`config.mk`:
```
export PLATFORM = sky130hd
export DESIGN_NAME = utf16_to_utf8_transcoder
export DESIGN_NICKNAME = d
export VERILOG_FILES = /design/src/hw/rtl/utt_pkg.sv /design/src/hw/rtl/utt_queue.sv /design/src/hw/rtl/utt_front.sv /design/src/hw/rtl/utt_back.sv /design/src/hw/rtl/utf16_to_utf8_transcoder.sv
export VERILOG_INCLUDE_DIRS = /design/src /design/src/hw/rtl
export SDC_FILE = /design/constraint.sdc
export NUM_CORES = 1
export LEC_CHECK = 0
export ABC_AREA = 1
export BUFFER_PORTS_ARGS = -buffer_cell sky130_fd_sc_hd__buf_2
export CORE_MARGIN = 3
export CORE_UTILIZATION = 40
export CTS_CLUSTER_DIAMETER = 50
export DETAILED_ROUTE_END_ITERATION = 7
export MAX_ROUTING_LAYER = met4
export PLACE_DENSITY_LB_ADDON = 0.1
export SLEW_MARGIN = 0
export SYNTH_ARGS = -nofsm -noshare
export SYNTH_HDL_FRONTEND = slang
export SYNTH_HIERARCHICAL = 1
export SYNTH_SLANG_ARGS = --single-unit
```
`constraint.sdc`:
```
create_clock -name clk -period 6.69 [get_ports clk]
set_clock_uncertainty 0.1 [all_clocks]
set_input_delay 0.669 -clock clk [delete_from_list [all_inputs] [get_ports clk]]
set_output_delay 0.669 -clock clk [all_outputs]
set_load 0.005 [all_outputs]
```
`src/hw/rtl/assert_macros.svh`:
```
// Assertion helpers shared by the transcoder RTL.
// Each macro expects clk and rst_n in the scope where it is used.
`ifndef ASSERT_MACROS_SVH
`define ASSERT_MACROS_SVH

// Property checked on every rising edge outside reset.
`define ASSERT_CLK(label, prop, msg) \
  label: assert property (@(posedge clk) disable iff (!rst_n) (prop)) else $error(msg);

// Condition that must never be seen outside reset.
`define ASSERT_NEVER(label, cond, msg) \
  label: assert property (@(posedge clk) disable iff (!rst_n) !(cond)) else $error(msg);

`endif

```
`src/hw/rtl/utt_pkg.sv`:
```
// Types, constants and UTF-8 encode helpers for the UTF-16 to UTF-8 transcoder.
// No dependencies; used by every module of the block.
`default_nettype none

package utt_pkg;

  localparam logic [15:0] UTT_HIGH_FIRST = 16'hD800;
  localparam logic [15:0] UTT_HIGH_LAST  = 16'hDBFF;
  localparam logic [15:0] UTT_LOW_FIRST  = 16'hDC00;
  localparam logic [15:0] UTT_LOW_LAST   = 16'hDFFF;
  localparam logic [20:0] UTT_REPL_CP    = 21'h00FFFD;
  localparam logic [20:0] UTT_SUPP_BASE  = 21'h010000;

  // job queue between front and back
  localparam int UTT_QDEPTH = 4;
  localparam int UTT_QPTR_W = $clog2(UTT_QDEPTH);
  localparam int UTT_QCNT_W = $clog2(UTT_QDEPTH + 1);

  // replacement prefix is always three bytes
  localparam logic [2:0] UTT_REPL_LEN = 3'd3;

  typedef struct packed {
    logic        pre_repl;  // emit U+FFFD before the main code point
    logic        has_main;  // main code point present
    logic [20:0] cp;
  } utt_job_t;

  function automatic logic [2:0] utf8_len(input logic [20:0] cp);
    logic [2:0] len;
    if (cp < 21'h80) begin
      len = 3'd1;
    end else if (cp < 21'h800) begin
      len = 3'd2;
    end else if (cp < 21'h10000) begin
      len = 3'd3;
    end else begin
      len = 3'd4;
    end
    return len;
  endfunction

  function automatic logic [7:0] utf8_byte(input logic [20:0] cp, input logic [2:0] len,
                                           input logic [1:0] pos);
    logic [7:0] b;
    b = 8'h00;
    unique case (len)
      3'd1: b = cp[7:0];
      3'd2: b = (pos == 2'd0) ? {3'b110, cp[10:6]} : {2'b10, cp[5:0]};
      3'd3: begin
        unique case (pos)
          2'd0:    b = {4'b1110, cp[15:12]};
          2'd1:    b = {2'b10, cp[11:6]};
          default: b = {2'b10, cp[5:0]};
        endcase
      end
      default: begin
        unique case (pos)
          2'd0:    b = {5'b11110, cp[20:18]};
          2'd1:    b = {2'b10, cp[17:12]};
          2'd2:    b = {2'b10, cp[11:6]};
          default: b = {2'b10, cp[5:0]};
        endcase
      end
    endcase
    return b;
  endfunction

endpackage

`default_nettype wire

```
`src/hw/rtl/utt_queue.sv`:
```
// Short job queue decoupling the surrogate front end from the byte serializer.
// Depends on utt_pkg for the job type and depth.
`default_nettype none
`include "assert_macros.svh"

module utt_queue (
  input  wire logic              clk,
  input  wire logic              rst_n,
  input  wire logic              push,
  input  wire utt_pkg::utt_job_t push_job,
  output logic                   full,
  input  wire logic              pop,
  output utt_pkg::utt_job_t      head_job,
  output logic                   empty
);

  utt_pkg::utt_job_t mem_r [utt_pkg::UTT_QDEPTH];
  logic [utt_pkg::UTT_QPTR_W-1:0] wr_ptr_r, rd_ptr_r;
  logic [utt_pkg::UTT_QCNT_W-1:0] count_r, count_nxt;

  localparam logic [utt_pkg::UTT_QCNT_W-1:0] DEPTH_C = utt_pkg::UTT_QCNT_W'(utt_pkg::UTT_QDEPTH);
  localparam logic [utt_pkg::UTT_QPTR_W-1:0] LAST_C  =
    utt_pkg::UTT_QPTR_W'(utt_pkg::UTT_QDEPTH - 1);

  assign full     = (count_r == DEPTH_C);
  assign empty    = (count_r == '0);
  assign head_job = mem_r[rd_ptr_r];

  always_comb begin
    count_nxt = count_r;
    if (push && !pop) begin
      count_nxt = count_r + 1'b1;
    end else if (pop && !push) begin
      count_nxt = count_r - 1'b1;
    end
  end

  always_ff @(posedge clk) begin
    if (!rst_n) begin
      wr_ptr_r <= '0;
      rd_ptr_r <= '0;
      count_r  <= '0;
    end else begin
      count_r <= count_nxt;
      if (push) begin
        wr_ptr_r <= (wr_ptr_r == LAST_C) ? '0 : wr_ptr_r + 1'b1;
      end
      if (pop) begin
        rd_ptr_r <= (rd_ptr_r == LAST_C) ? '0 : rd_ptr_r + 1'b1;
      end
    end
  end

  always_ff @(posedge clk) begin
    if (push) begin
      mem_r[wr_ptr_r] <= push_job;
    end
  end

  `ASSERT_NEVER(a_no_overflow, push && full && !pop, "queue push while full")
  `ASSERT_NEVER(a_no_underflow, pop && empty, "queue pop while empty")

endmodule

`default_nettype wire

```
`src/hw/rtl/utt_front.sv`:
```
// Front end: accepts UTF-16 words, pairs surrogates and queues encode jobs.
// Depends on utt_pkg for the job type and surrogate bounds.
`default_nettype none
`include "assert_macros.svh"

module utt_front (
  input  wire logic              clk,
  input  wire logic              rst_n,
  input  wire logic              accept,
  input  wire logic [15:0]       code_unit,
  input  wire logic              end_of_string,
  output logic                   push,
  output utt_pkg::utt_job_t      push_job
);

  logic       held_valid_r, held_valid_nxt;
  logic [9:0] held_high_bits_r, held_high_bits_nxt;
  logic       is_high, is_low;

  assign is_high = (code_unit >= utt_pkg::UTT_HIGH_FIRST) && (code_unit <= utt_pkg::UTT_HIGH_LAST);
  assign is_low  = (code_unit >= utt_pkg::UTT_LOW_FIRST) && (code_unit <= utt_pkg::UTT_LOW_LAST);

  always_comb begin
    held_valid_nxt     = 1'b0;
    held_high_bits_nxt = 10'd0;
    push_job.pre_repl  = 1'b0;
    push_job.has_main  = 1'b0;
    push_job.cp        = {5'd0, code_unit};
    if (held_valid_r && is_low) begin
      push_job.has_main = 1'b1;
      push_job.cp       = {1'b0, held_high_bits_r, code_unit[9:0]} + utt_pkg::UTT_SUPP_BASE;
    end else begin
      // a broken pair is replaced, then the word is handled on its own
      push_job.pre_repl = held_valid_r;
      if (is_high) begin
        if (end_of_string) begin
          push_job.has_main = 1'b1;
          push_job.cp       = utt_pkg::UTT_REPL_CP;
        end else begin
          held_valid_nxt     = 1'b1;
          held_high_bits_nxt = code_unit[9:0];
        end
      end else if (is_low) begin
        push_job.has_main = 1'b1;
        push_job.cp       = utt_pkg::UTT_REPL_CP;
      end else begin
        push_job.has_main = 1'b1;
      end
    end
  end

  assign push = accept && (push_job.pre_repl || push_job.has_main);

  always_ff @(posedge clk) begin
    if (!rst_n) begin
      held_valid_r     <= 1'b0;
      held_high_bits_r <= 10'd0;
    end else if (accept) begin
      held_valid_r     <= held_valid_nxt;
      held_high_bits_r <= held_high_bits_nxt;
    end
  end

  `ASSERT_CLK(a_held_from_high,
    $rose(held_valid_r) |-> $past(accept && is_high && !end_of_string),
    "pending high surrogate without an accepted high word")

endmodule

`default_nettype wire

```
`src/hw/rtl/utt_back.sv`:
```
// Back end: serializes one queued job into UTF-8 bytes, one per cycle unless out_stall holds the output byte.
// Depends on utt_pkg for the job type and the encode helpers.
`default_nettype none
`include "assert_macros.svh"

module utt_back (
  input  wire logic              clk,
  input  wire logic              rst_n,
  input  wire utt_pkg::utt_job_t head_job,
  input  wire logic              empty,
  output logic                   pop,
  output logic                   out_valid,
  input  wire logic              out_stall,
  output logic [7:0]             out_utf8_byte,
  output logic                   out_last_of_run
);

  logic [2:0] idx_r;
  logic [2:0] main_len, pre_len, total, main_pos;
  logic       slot_free, advance, is_last;
  logic [7:0] byte_val;
  logic       out_valid_r, out_last_r;
  logic [7:0] out_byte_r;

  assign main_len  = utt_pkg::utf8_len(head_job.cp);
  assign pre_len   = head_job.pre_repl ? utt_pkg::UTT_REPL_LEN : 3'd0;
  assign total     = pre_len + (head_job.has_main ? main_len : 3'd0);
  assign main_pos  = idx_r - pre_len;
  assign is_last   = (idx_r == total - 3'd1);
  assign slot_free = !out_valid_r || !out_stall;
  assign advance   = slot_free && !empty;
  assign pop       = advance && is_last;

  always_comb begin
    if (head_job.pre_repl && (idx_r < utt_pkg::UTT_REPL_LEN)) begin
      byte_val = utt_pkg::utf8_byte(utt_pkg::UTT_REPL_CP, utt_pkg::UTT_REPL_LEN, idx_r[1:0]);
    end else begin
      byte_val = utt_pkg::utf8_byte(head_job.cp, main_len, main_pos[1:0]);
    end
  end

  always_ff @(posedge clk) begin
    if (!rst_n) begin
      out_valid_r <= 1'b0;
      idx_r       <= 3'd0;
    end else begin
      if (slot_free) begin
        out_valid_r <= !empty;
      end
      if (advance) begin
        idx_r <= is_last ? 3'd0 : idx_r + 3'd1;
      end
    end
  end

  always_ff @(posedge clk) begin
    if (advance) begin
      out_byte_r <= byte_val;
      out_last_r <= is_last;
    end
  end

  assign out_valid       = out_valid_r;
  assign out_utf8_byte   = out_byte_r;
  assign out_last_of_run = out_last_r;

  `ASSERT_CLK(a_pop_marks_last, pop |=> (out_valid_r && out_last_r),
    "job retired without a last byte")
  `ASSERT_CLK(a_idx_cleared, (pop || empty) |=> (idx_r == 3'd0),
    "byte index not cleared between jobs")

endmodule

`default_nettype wire

```
`src/hw/rtl/utf16_to_utf8_transcoder.sv`:
```
// UTF-16 to UTF-8 transcoder, top level.
// Instantiates utt_front, utt_queue and utt_back; uses utt_pkg.
//
// Input channel: in_valid/in_stall with in_code_unit and in_end_of_string;
// a word is taken on a rising edge with in_valid high and in_stall low.
// Output channel: out_valid/out_stall with out_utf8_byte and
// out_last_of_run, which marks the final byte released by one accepted word.
// A high surrogate waiting for its partner causes no bytes until the next
// word; unpaired surrogates come out as U+FFFD.
// The first byte of a word passes through the job queue and the output
// register before it is on the output. Throughput: one output byte per
// cycle while out_stall is low; a word yields 1 to 6 bytes (1-3 for a
// BMP word, 4 for a pair, plus 3 for a replaced pending surrogate). The
// front end takes one word per cycle while its 4-entry job queue has
// room; in_stall is high when the queue is full. When out_stall is high
// the held byte stays put and the queue fills behind it. Reset (rst_n low,
// synchronous) empties the queue, drops any pending high surrogate and
// clears out_valid.
`default_nettype none

module utf16_to_utf8_transcoder (
  input  wire logic        clk,
  input  wire logic        rst_n,
  input  wire logic        in_valid,
  output logic             in_stall,
  input  wire logic [15:0] in_code_unit,
  input  wire logic        in_end_of_string,
  output logic             out_valid,
  input  wire logic        out_stall,
  output logic [7:0]       out_utf8_byte,
  output logic             out_last_of_run
);

  utt_pkg::utt_job_t push_job, head_job;
  logic push, pop, q_full, q_empty, accept;

  assign in_stall = q_full;
  assign accept   = in_valid && !q_full;

  utt_front u_front (
    .clk           (clk),
    .rst_n         (rst_n),
    .accept        (accept),
    .code_unit     (in_code_unit),
    .end_of_string (in_end_of_string),
    .push          (push),
    .push_job      (push_job)
  );

  utt_queue u_queue (
    .clk      (clk),
    .rst_n    (rst_n),
    .push     (push),
    .push_job (push_job),
    .full     (q_full),
    .pop      (pop),
    .head_job (head_job),
    .empty    (q_empty)
  );

  utt_back u_back (
    .clk             (clk),
    .rst_n           (rst_n),
    .head_job        (head_job),
    .empty           (q_empty),
    .pop             (pop),
    .out_valid       (out_valid),
    .out_stall       (out_stall),
    .out_utf8_byte   (out_utf8_byte),
    .out_last_of_run (out_last_of_run)
  );

endmodule

`default_nettype wire
```
# Word-level counts from Yosys, hierarchy flattened
# Memories as Yosys holds them, arrays and structs flattened. A register that Yosys moved wholly into a read port is not among the register bits.
# Index checks and enable logic that the tools add are counted.
[word_totals]
register_bits = 31
latch_bits = 0
mem_bits_rw = 92
mem_bits_ro = 0
input_bits = 21
output_inout_bits = 11
mem_count = 1
[memory_table]
columns = ["memory", "words", "word_bits", "rd", "rd_clocked_by_memory_dff", "wr", "line_no", "rtl"]
rows = [
  ["u_queue.mem_r", 4, 23, 1, 1, 1, "utt_queue.sv:17", "utt_pkg::utt_job_t mem_r [utt_pkg::UTT_QDEPTH];"],
]
[op_classes]
add_sub_neg = 9
n_mul = 0
div = 0
n_lt_le_gt_ge = 8
n_eq_ne = 10
n_shift = 0
mux = 31
n_bitwise = 0
n_reduce_logical = 22
[ops]
columns = ["operator", "count"]
rows = [
  ["$mux W22", 3],
  ["$ge A16 B16 Y1 const B", 2],
  ["$le A16 B16 Y1 const B", 2],
  ["$mux W10", 3],
  ["$pmux W7 S2", 2],
  ["$pmux W8 S3", 1],
  ["$add A20 B17 Y21 const B", 1],
  ["$lt A21 B12 Y1 const B", 1],
  ["$lt A21 B17 Y1 const B", 1],
  ["$lt A21 B8 Y1 const B", 1],
  ["$mux W3", 7],
  ["$pmux W7 S3", 1],
  ["$mux W16", 1],
  ["$logic_and A1 B1 Y1", 10],
  ["$mux W2", 5],
  ["$mux W8", 1],
  ["$mux W7", 1],
  ["$add A3 B1 Y3 const B", 2],
  ["$eq A2 B2 Y1 const B", 3],
  ["$eq A3 B2 Y1 const B", 2],
  ["$logic_not A1 Y1", 6],
  ["$mux W1", 6],
  ["$sub A3 B1 Y3 const B", 2],
  ["$add A2 B1 Y2 const B", 2],
  ["other kinds (11)", 14],
]

# Depth between registers and ports, before layout
# Gate-level depths: netlist of run 1.
[logic_depth]
word_depth = 12
mapped_depth = 33
ltp_nobuf = 31

# Cells and area by module
# The synthesis of run 1 kept the hierarchy.
[by_module_without_submodules]
columns = ["mod", "n_inst", "cells_per_inst", "area_per_inst_um2", "seq_area_each_um2"]
rows = [
  ["utt_queue", 1, 281, 4197.8, 2942.8],
  ["utt_back", 1, 222, 1408.9, 350.3],
  ["utt_front", 1, 132, 802.0, 220.2],
  ["utf16_to_utf8_transcoder", 1, 2, 10.0, 0.0],
]

# Worst setup path after synthesis of run 1
# OpenSTA, ideal clock, no wires.
[synth_path]
path_kind = "reg2reg"
from = "register (tool-made name)"
to = "register u_queue/count_r[1] (netlist bit)"
arrival_time_ns = 3.536
t_required_ns = 6.474
slack_ns = 2.938
path_stages_with_launch = 30
period_less_slack_ns = 3.752
path_cell_list = "dfxtp_1 > buf_6 > inv_12 > buf_12 > o21ai_2 > o22ai_2 > nor2_1 > nand2_1 > nor2_2 > nand2_1 > inv_1 > nand2_1 > inv_2 > o21ai_0 > ha_1 > inv_1 > ha_1 > inv_1 > nand2_1 > nand2_1 > xor2_1 > xor2_1 > nand3_1 > inv_1 > inv_2 > ha_1 > inv_1 > fa_1 > o21ai_0 > nor2_1"
[synth_rtl]
columns = ["element", "line_no", "rtl"]
rows = [
  ["to (signal assigned)", "utt_queue.sv:44", "count_r <= count_nxt;"],
  ["to (decl)", "utt_queue.sv:19", "logic [utt_pkg::UTT_QCNT_W-1:0] count_r, count_nxt;"],
]

==> flow_metrics.env, run 1 <==
export IMPL_status="complete, no violations"
export IMPL_die_y_um=133
export IMPL_avgSynthCellArea_um2=10.1
export IMPL_synth_distinct_cells=41
export IMPL_tightest_slew_ns=1.13
export IMPL_cp_arrival_ns=5.19
export IMPL_num_rows=45
export IMPL_fmax_ghz=0.201
export IMPL_post_dp_hpwl_mm=10.6
export IMPL_routed_wl_mm=14.9
export IMPL_wire_per_inst_um=16.8
export IMPL_worst_slack_ns=1.72
export IMPL_pin_count=32
export IMPL_drive_gt1_frac=0.225
export IMPL_dr_total_vias=4517
export IMPL_cts_tree="yes"
export IMPL_synthTopCellsByArea="edfxtp_1 (47%), dfxtp_1 (7.5%), nand2_1 (6.1%)"
export IMPL_via_per_inst=5.07
export IMPL_first_pass_iters=5
export IMPL_grt_busiest_layer="met2"
export IMPL_grtUsageMet3=0.0468
export IMPL_ys_seq_area_frac=0.547
export IMPL_vdd_drop_max_v=0.000183
export IMPL_finalCriticalPeriod_ns=4.97
export IMPL_hp_class="reg -> reg"
export IMPL_ctsRootBufferMaster="clkbuf_16"
export IMPL_period_share=0.744
export IMPL_numPortBuffers=31
export IMPL_grt_met2_usage=0.264
export IMPL_grt_pass1_vias=4329
export IMPL_fin_nets=704
export IMPL_hold_viol_final=0
export IMPL_cap_viol_max_count=0
export IMPL_crit_type="reg -> reg"
export IMPL_timing_slew_headroom=0.243
export IMPL_p_leak_nw=2.86
export IMPL_die_area_mm2=0.0176
export IMPL_cp_max_fo=24
export IMPL_powerDensity_mw_per_mm2=424
export IMPL_syn_area_mm2=0.00642
export IMPL_crit_path_start_kind="flop"
export IMPL_crit_path_end_kind="flop"
export IMPL_grtUsageTotal=0.182
export IMPL_synth_warnings=6
export IMPL_clkTransAtPathRegs_ns=0.06
export IMPL_core_area_mm2=0.0154
export IMPL_numCtsBuffers=17
export IMPL_final_max_slew_viol_count=0
export IMPL_syn_to_final_growth_pct=12.2
export IMPL_postCtsHoldBufs=0
export IMPL_place_gp_congestion=0.881
export IMPL_grt_start_max_net_pins=47
export IMPL_cts_setup_buffers=0
export IMPL_use_met1=0.246
export IMPL_utilization=0.467
export IMPL_rsz0062_at_grt="no"
export IMPL_antenna_found_initial=0
export IMPL_crit_required_ns=6.90
export IMPL_place_ws_ns=1.82
export IMPL_drtAntennaViolNets=0
export IMPL_yosysTopAreaCell="edfxtp_1"
export IMPL_cts_num_sinks=125
export IMPL_netlist_area_leader_share=0.473
export IMPL_grt_overflow_total=0
export IMPL_clock_latency_ns=0.42
export IMPL_drcViolationCount=0
export IMPL_fin_tns_setup_ns=0
export IMPL_synth_seq_cells=125
export IMPL_htreeDepth=4
export IMPL_fin_hold_ws_ns=0.365
export IMPL_initial_core_util=0.416
export IMPL_syn_num_nets=674
export IMPL_dieWidth_um=133
export IMPL_netlist_instances=637
export IMPL_cts_resized=0
export IMPL_setup_viol=0
export IMPL_diodes=0
export IMPL_drt_initial_drc_count=398
export IMPL_grt_pass1_wl_mm=23.7
export IMPL_cts_buffer_depth=2
cells by family after synthesis:
family | count (synthesis) | share of synthesized area
xor gates and xnor gates | 7 | 0.00955
AOI/OAI and AO/OA | 120 | 0.127
buffers and inverters | 97 | 0.0813
DFF | 125 | 0.547
and+or+nand+nor | 271 | 0.201
adders and majority gates | 16 | 0.0324
muxes | 1 | 0.00156
final timing paths:
kind | startpoint | to | slack [ns] | cells after the start
worst max-delay path | flop | u_queue/count_r[1]$_SDFFE_PN0P_ | 1.72 | 27
worst min-delay path | u_front/held_high_bits_r[2]$_SDFFE_PN0P_ | u_front/held_high_bits_r[2]$_SDFFE_PN0P_ | 0.36 | 2
worst max register to register | flop | u_queue/count_r[1]$_SDFFE_PN0P_ | 1.72 | 27
worst min register to register | u_front/held_high_bits_r[2]$_SDFFE_PN0P_ | u_front/held_high_bits_r[2]$_SDFFE_PN0P_ | 0.36 | 2
synth_stat cells:
cell type	n
a21boi_0	1
a21oi_1	20
a31oi_1	1
buf_12	4
buf_2	6
buf_4	2
buf_6	3
buf_8	2
clkbuf_1	2
clkbuf_4	3
clkinv_1	1
dfxtp_1	24
dlymetal6s2s_1	1
edfxtp_1	101
fa_1	1
ha_1	15
inv_1	64
inv_12	1
inv_2	8
mux2i_1	1
nand2_1	105
nand2_2	5
nand2_4	2
nand3_1	26
nand3_2	4
nand3b_1	1
nand4_1	14
nor2_1	71
nor2_2	24
nor2_4	7
nor2_8	1
nor3_1	8
nor3_2	1
o21a_1	3
o21ai_0	46
o21ai_1	6
o21ai_2	19
o22ai_1	8
o22ai_2	16
or2_2	2
xor2_1	7
through the flow:
| stage | instance area, µm² | total power [mW] | instances |
|---|---|---|---|
| floorplan | 6420 | 1.93 | 637 |
| detailed placement | 6630 | 2.19 | 859 |
| CTS | 7200 | 3.08 | 891 |
| global route | 7200 | 3.27 | 891 |
| global placement | 6630 | 2.20 | 859 |
| finish | 7200 | 3.06 | 891 |
flip-flops by register name, indices dropped and copies added, names as in the netlist, named ones only:
| name | flops |
|---|---|
| u_back/out_last_of_run | 1 |
| u_queue/rd_ptr_r | 2 |
| u_front/held_high_bits_r | 10 |
| u_back/out_utf8_byte | 8 |
| u_front/held_valid_r | 1 |
| u_back/out_valid | 1 |
| u_queue/mem_r | 92 |
| u_queue/wr_ptr_r | 2 |
| u_queue/count_r | 3 |
| u_back/idx_r | 3 |
per-layer routing:
metal  share of wire  up-vias  routed length, µm
li1                -     2225                  -
met1            0.48     2155               7150
met2            0.45      111               6750
met3           0.038       26                573
met4           0.031        0                459
met5               0        -                  0
cell type report:
cell class	count	area, µm²
fill	1492	8220
sequential	125	3510
multi-input combinational	415	2380
clock buffer	18	429
inverter	74	290
tap	211	264
timing repair buffer	34	178
clock inverter	14	145
worst max-delay path, stage by stage, from the launching register on:
cell      delay (ns)
dfxtp_1         0.30
buf_4           0.21
inv_2           0.49
o21ai_2         0.10
o22ai_1         0.23
nand3b_1        0.45
inv_1           0.13
nand2_1         0.12
inv_1           0.05
nand2_1         0.16
inv_2           0.09
o21ai_0         0.17
ha_1            0.17
inv_1           0.04
ha_1            0.18
inv_1           0.05
nand2_1         0.04
nand2_1         0.07
xor2_1          0.18
xor2_1          0.20
nand3_1         0.16
inv_1           0.13
inv_2           0.06
ha_1            0.19
inv_1           0.09
fa_1            0.40
o21ai_0         0.21
nor2_1          0.06
cells in the final DEF (no fill, tap or decap), drive strengths merged:
| cell type | synthesis | layout |
|---|---|---|
| mux2i | 1 | 1 |
| a21oi | 20 | 20 |
| fa | 1 | 1 |
| nand3b | 1 | 1 |
| buf | 17 | 34 |
| xor2 | 7 | 7 |
| nand4 | 14 | 14 |
| nand2 | 112 | 112 |
| o21ai | 71 | 71 |
| nor2 | 103 | 103 |
| clkinv | 1 | 9 |
| a31oi | 1 | 1 |
| ha | 15 | 15 |
| clkbuf | 5 | 18 |
| bufinv | 0 | 2 |
| inv | 73 | 75 |
| nand3 | 30 | 30 |
| o21a | 3 | 3 |
| edfxtp | 101 | 101 |
| or2 | 2 | 2 |
| a21boi | 1 | 1 |
| nor3 | 9 | 9 |
| dfxtp | 24 | 24 |
| clkinvlp | 0 | 2 |
| o22ai | 24 | 24 |
where the power goes:
group | leakage (nW) | switching, mW | internal (mW)
Combinational | 1.46 | 0.783 | 0.355
Clock | 0.276 | 0.334 | 0.547
Sequential | 1.13 | 0.0535 | 0.984
Total | 2.86 | 1.17 | 1.89
(Power assumes the default switching activity.)
==> inputs of run 2 (changes only) <==
- clock period: 6.69 -> 4.3 ns (I/O delays scaled with it)
==> run 2 against run 1 <==
Critical path depth rose by 1. Critical endpoint unchanged. Register-to-register slack worse by 1.5 ns. Core utilization grew 2.3 points. Flip-flop and latch count stayed put. Cell area up 4.9%. Count of clock-buffer cells in the layout unchanged. Sequential share of layout area shrank 2.2 points. Largest power group unchanged. Worst hold slack lost 0.18 ns. Setup slack got worse by 1.5 ns. First-iteration DRC count decreased by 15%. Non-clock buffer count up 22.
==> flow_metrics.env, run 2 (synthesis results as in run 1) <==
export IMPL_final_common_cell="nand2_1"
export IMPL_num_rows=45
export IMPL_powerDensity_mw_per_mm2=674
export IMPL_rsz0062_at_grt="no"
export IMPL_final_max_slew_viol_count=0
export IMPL_cp_arrival_ns=4.27
export IMPL_htreeDepth=4
export IMPL_diodes=0
export IMPL_die_area_mm2=0.0176
export IMPL_crit_path_start_kind="flop"
export IMPL_crit_path_max_incr_delay_ns=0.42
export IMPL_numCtsBuffers=17
export IMPL_drt_initial_drc_count=338
export IMPL_grt_start_max_net_pins=41
export IMPL_p_leak_nw=3.03
export IMPL_drcViolationCount=0
export IMPL_dieWidth_um=133
export IMPL_via_per_inst=5.04
export IMPL_fin_nets=727
export IMPL_dp_cells=876
export IMPL_tightest_slew_ns=1.17
export IMPL_antenna_found_initial=0
export IMPL_crit_type="reg -> reg"
export IMPL_grt_pass1_vias=4445
export IMPL_cap_viol_max_count=0
export IMPL_die_y_um=133
export IMPL_syn_to_final_growth_pct=17.8
export IMPL_wire_per_inst_um=17.0
export IMPL_register_area_mm2=0.00352
export IMPL_cts_buffer_depth=2
export IMPL_cts_num_sinks=125
export IMPL_vdd_drop_max_v=0.000362
export IMPL_routed_wl_mm=15.5
export IMPL_clock_latency_ns=0.41
export IMPL_period_share=0.944
export IMPL_grtUsageTotal=0.184
export IMPL_crit_path_end_kind="flop"
export IMPL_cp_buffers_inverters=10
export IMPL_finalCriticalPeriod_ns=4.06
export IMPL_largest_register_ffs=92
export IMPL_core_area_mm2=0.0154
export IMPL_cp_max_fo=20
export IMPL_critical_path_slowest_cell="fa_1"
export IMPL_fin_tns_setup_ns=0
export IMPL_worst_slack_ns=0.241
export IMPL_clkTransAtPathRegs_ns=0.06
export IMPL_initial_core_util=0.416
export IMPL_pin_count=32
export IMPL_timing_slew_headroom=0.221
export IMPL_place_ws_ns=0.0992
export IMPL_drtAntennaViolNets=0
export IMPL_cts_tree="yes"
export IMPL_setup_viol=0
export IMPL_first_pass_iters=5
export IMPL_numPortBuffers=31
export IMPL_grt_overflow_total=0
export IMPL_multi_input_area_mm2=0.00240
export IMPL_place_gp_congestion=0.922
export IMPL_hold_viol_final=0
export IMPL_status="complete, no violations"
export IMPL_post_dp_hpwl_mm=10.8
export IMPL_final_cell_mix="nand2_1 (105), edfxtp_1 (101), nor2_1 (71)"
export IMPL_drive_gt1_frac=0.263
export IMPL_ctsRootBufferMaster="clkbuf_16"
export IMPL_regMostFlops="u_queue/mem_r"
export IMPL_fin_cells=914
export IMPL_n_fill_cell=1493
export IMPL_grt_pass1_wl_mm=23.8
export IMPL_crit_required_ns=4.51
export IMPL_path_delay_family="adder cells"
export IMPL_power_total_mw=5.09
export IMPL_fmax_ghz=0.246
export IMPL_dr_total_vias=4603
export IMPL_hp_class="in -> reg"
run 2: power breakdown:
part | switching, mW | internal [mW]
logic | 1.27 | 0.646
clock network | 0.535 | 1.03
registers | 0.0806 | 1.53
total | 1.88 | 3.21
run 2: timing repair:
| item | CTS | global route |
|---|---|---|
| hold buffers | 0 | 0 |
| gates resized for setup | 0 | 19 |
| endpoints found under the setup margin | 0 | 2 |
| setup buffers | 0 | 3 |
run 2: metrics by stage:
step,utilization,hold slack [ns],instance area [µm²]
final,0.490,0.184,7560
after floorplan,-,0.345,6420
after global placement,0.439,0.357,6770
after global routing,0.490,0.196,7560
after CTS,0.481,0.159,7410
after detailed placement,0.439,0.360,6770
run 2: metal layers:
| metal | part of all wire | GRT usage | wire length, µm |
|---|---|---|---|
| met5 | 0 | - | 0 |
| met4 | 0.037 | 0.0889 | 580 |
| met3 | 0.039 | 0.0471 | 612 |
| met2 | 0.47 | 0.282 | 7230 |
| met1 | 0.46 | 0.226 | 7110 |
run 2: path summary, 6_finish.rpt:
check / startpoint / to / slack, ns / cells after the start
min: out_stall / u_back/out_valid$_SDFFE_PN0N_ / 0.18 / 3
max: flop / u_queue/count_r[1]$_SDFFE_PN0P_ / 0.24 / 28
max reg2reg: flop / u_queue/count_r[1]$_SDFFE_PN0P_ / 0.24 / 28
min reg2reg: u_front/held_high_bits_r[3]$_SDFFE_PN0P_ / u_front/held_high_bits_r[3]$_SDFFE_PN0P_ / 0.37 / 2
run 2: tightest hold or removal path, stage by stage:
cell      delay (ns)
buf_2           0.11
nand2_1         0.05
a21boi_0        0.06
run 2: cell type report:
class | count | area share
clock buffer | 18 | 0.0568
clock inverter | 14 | 0.0286
inverter | 74 | 0.0406
multi-input combinational | 415 | 0.318
sequential | 125 | 0.465
tap | 211 | 0.0349
timing repair buffer | 56 | 0.0533
timing repair inverter | 1 | 0.00265
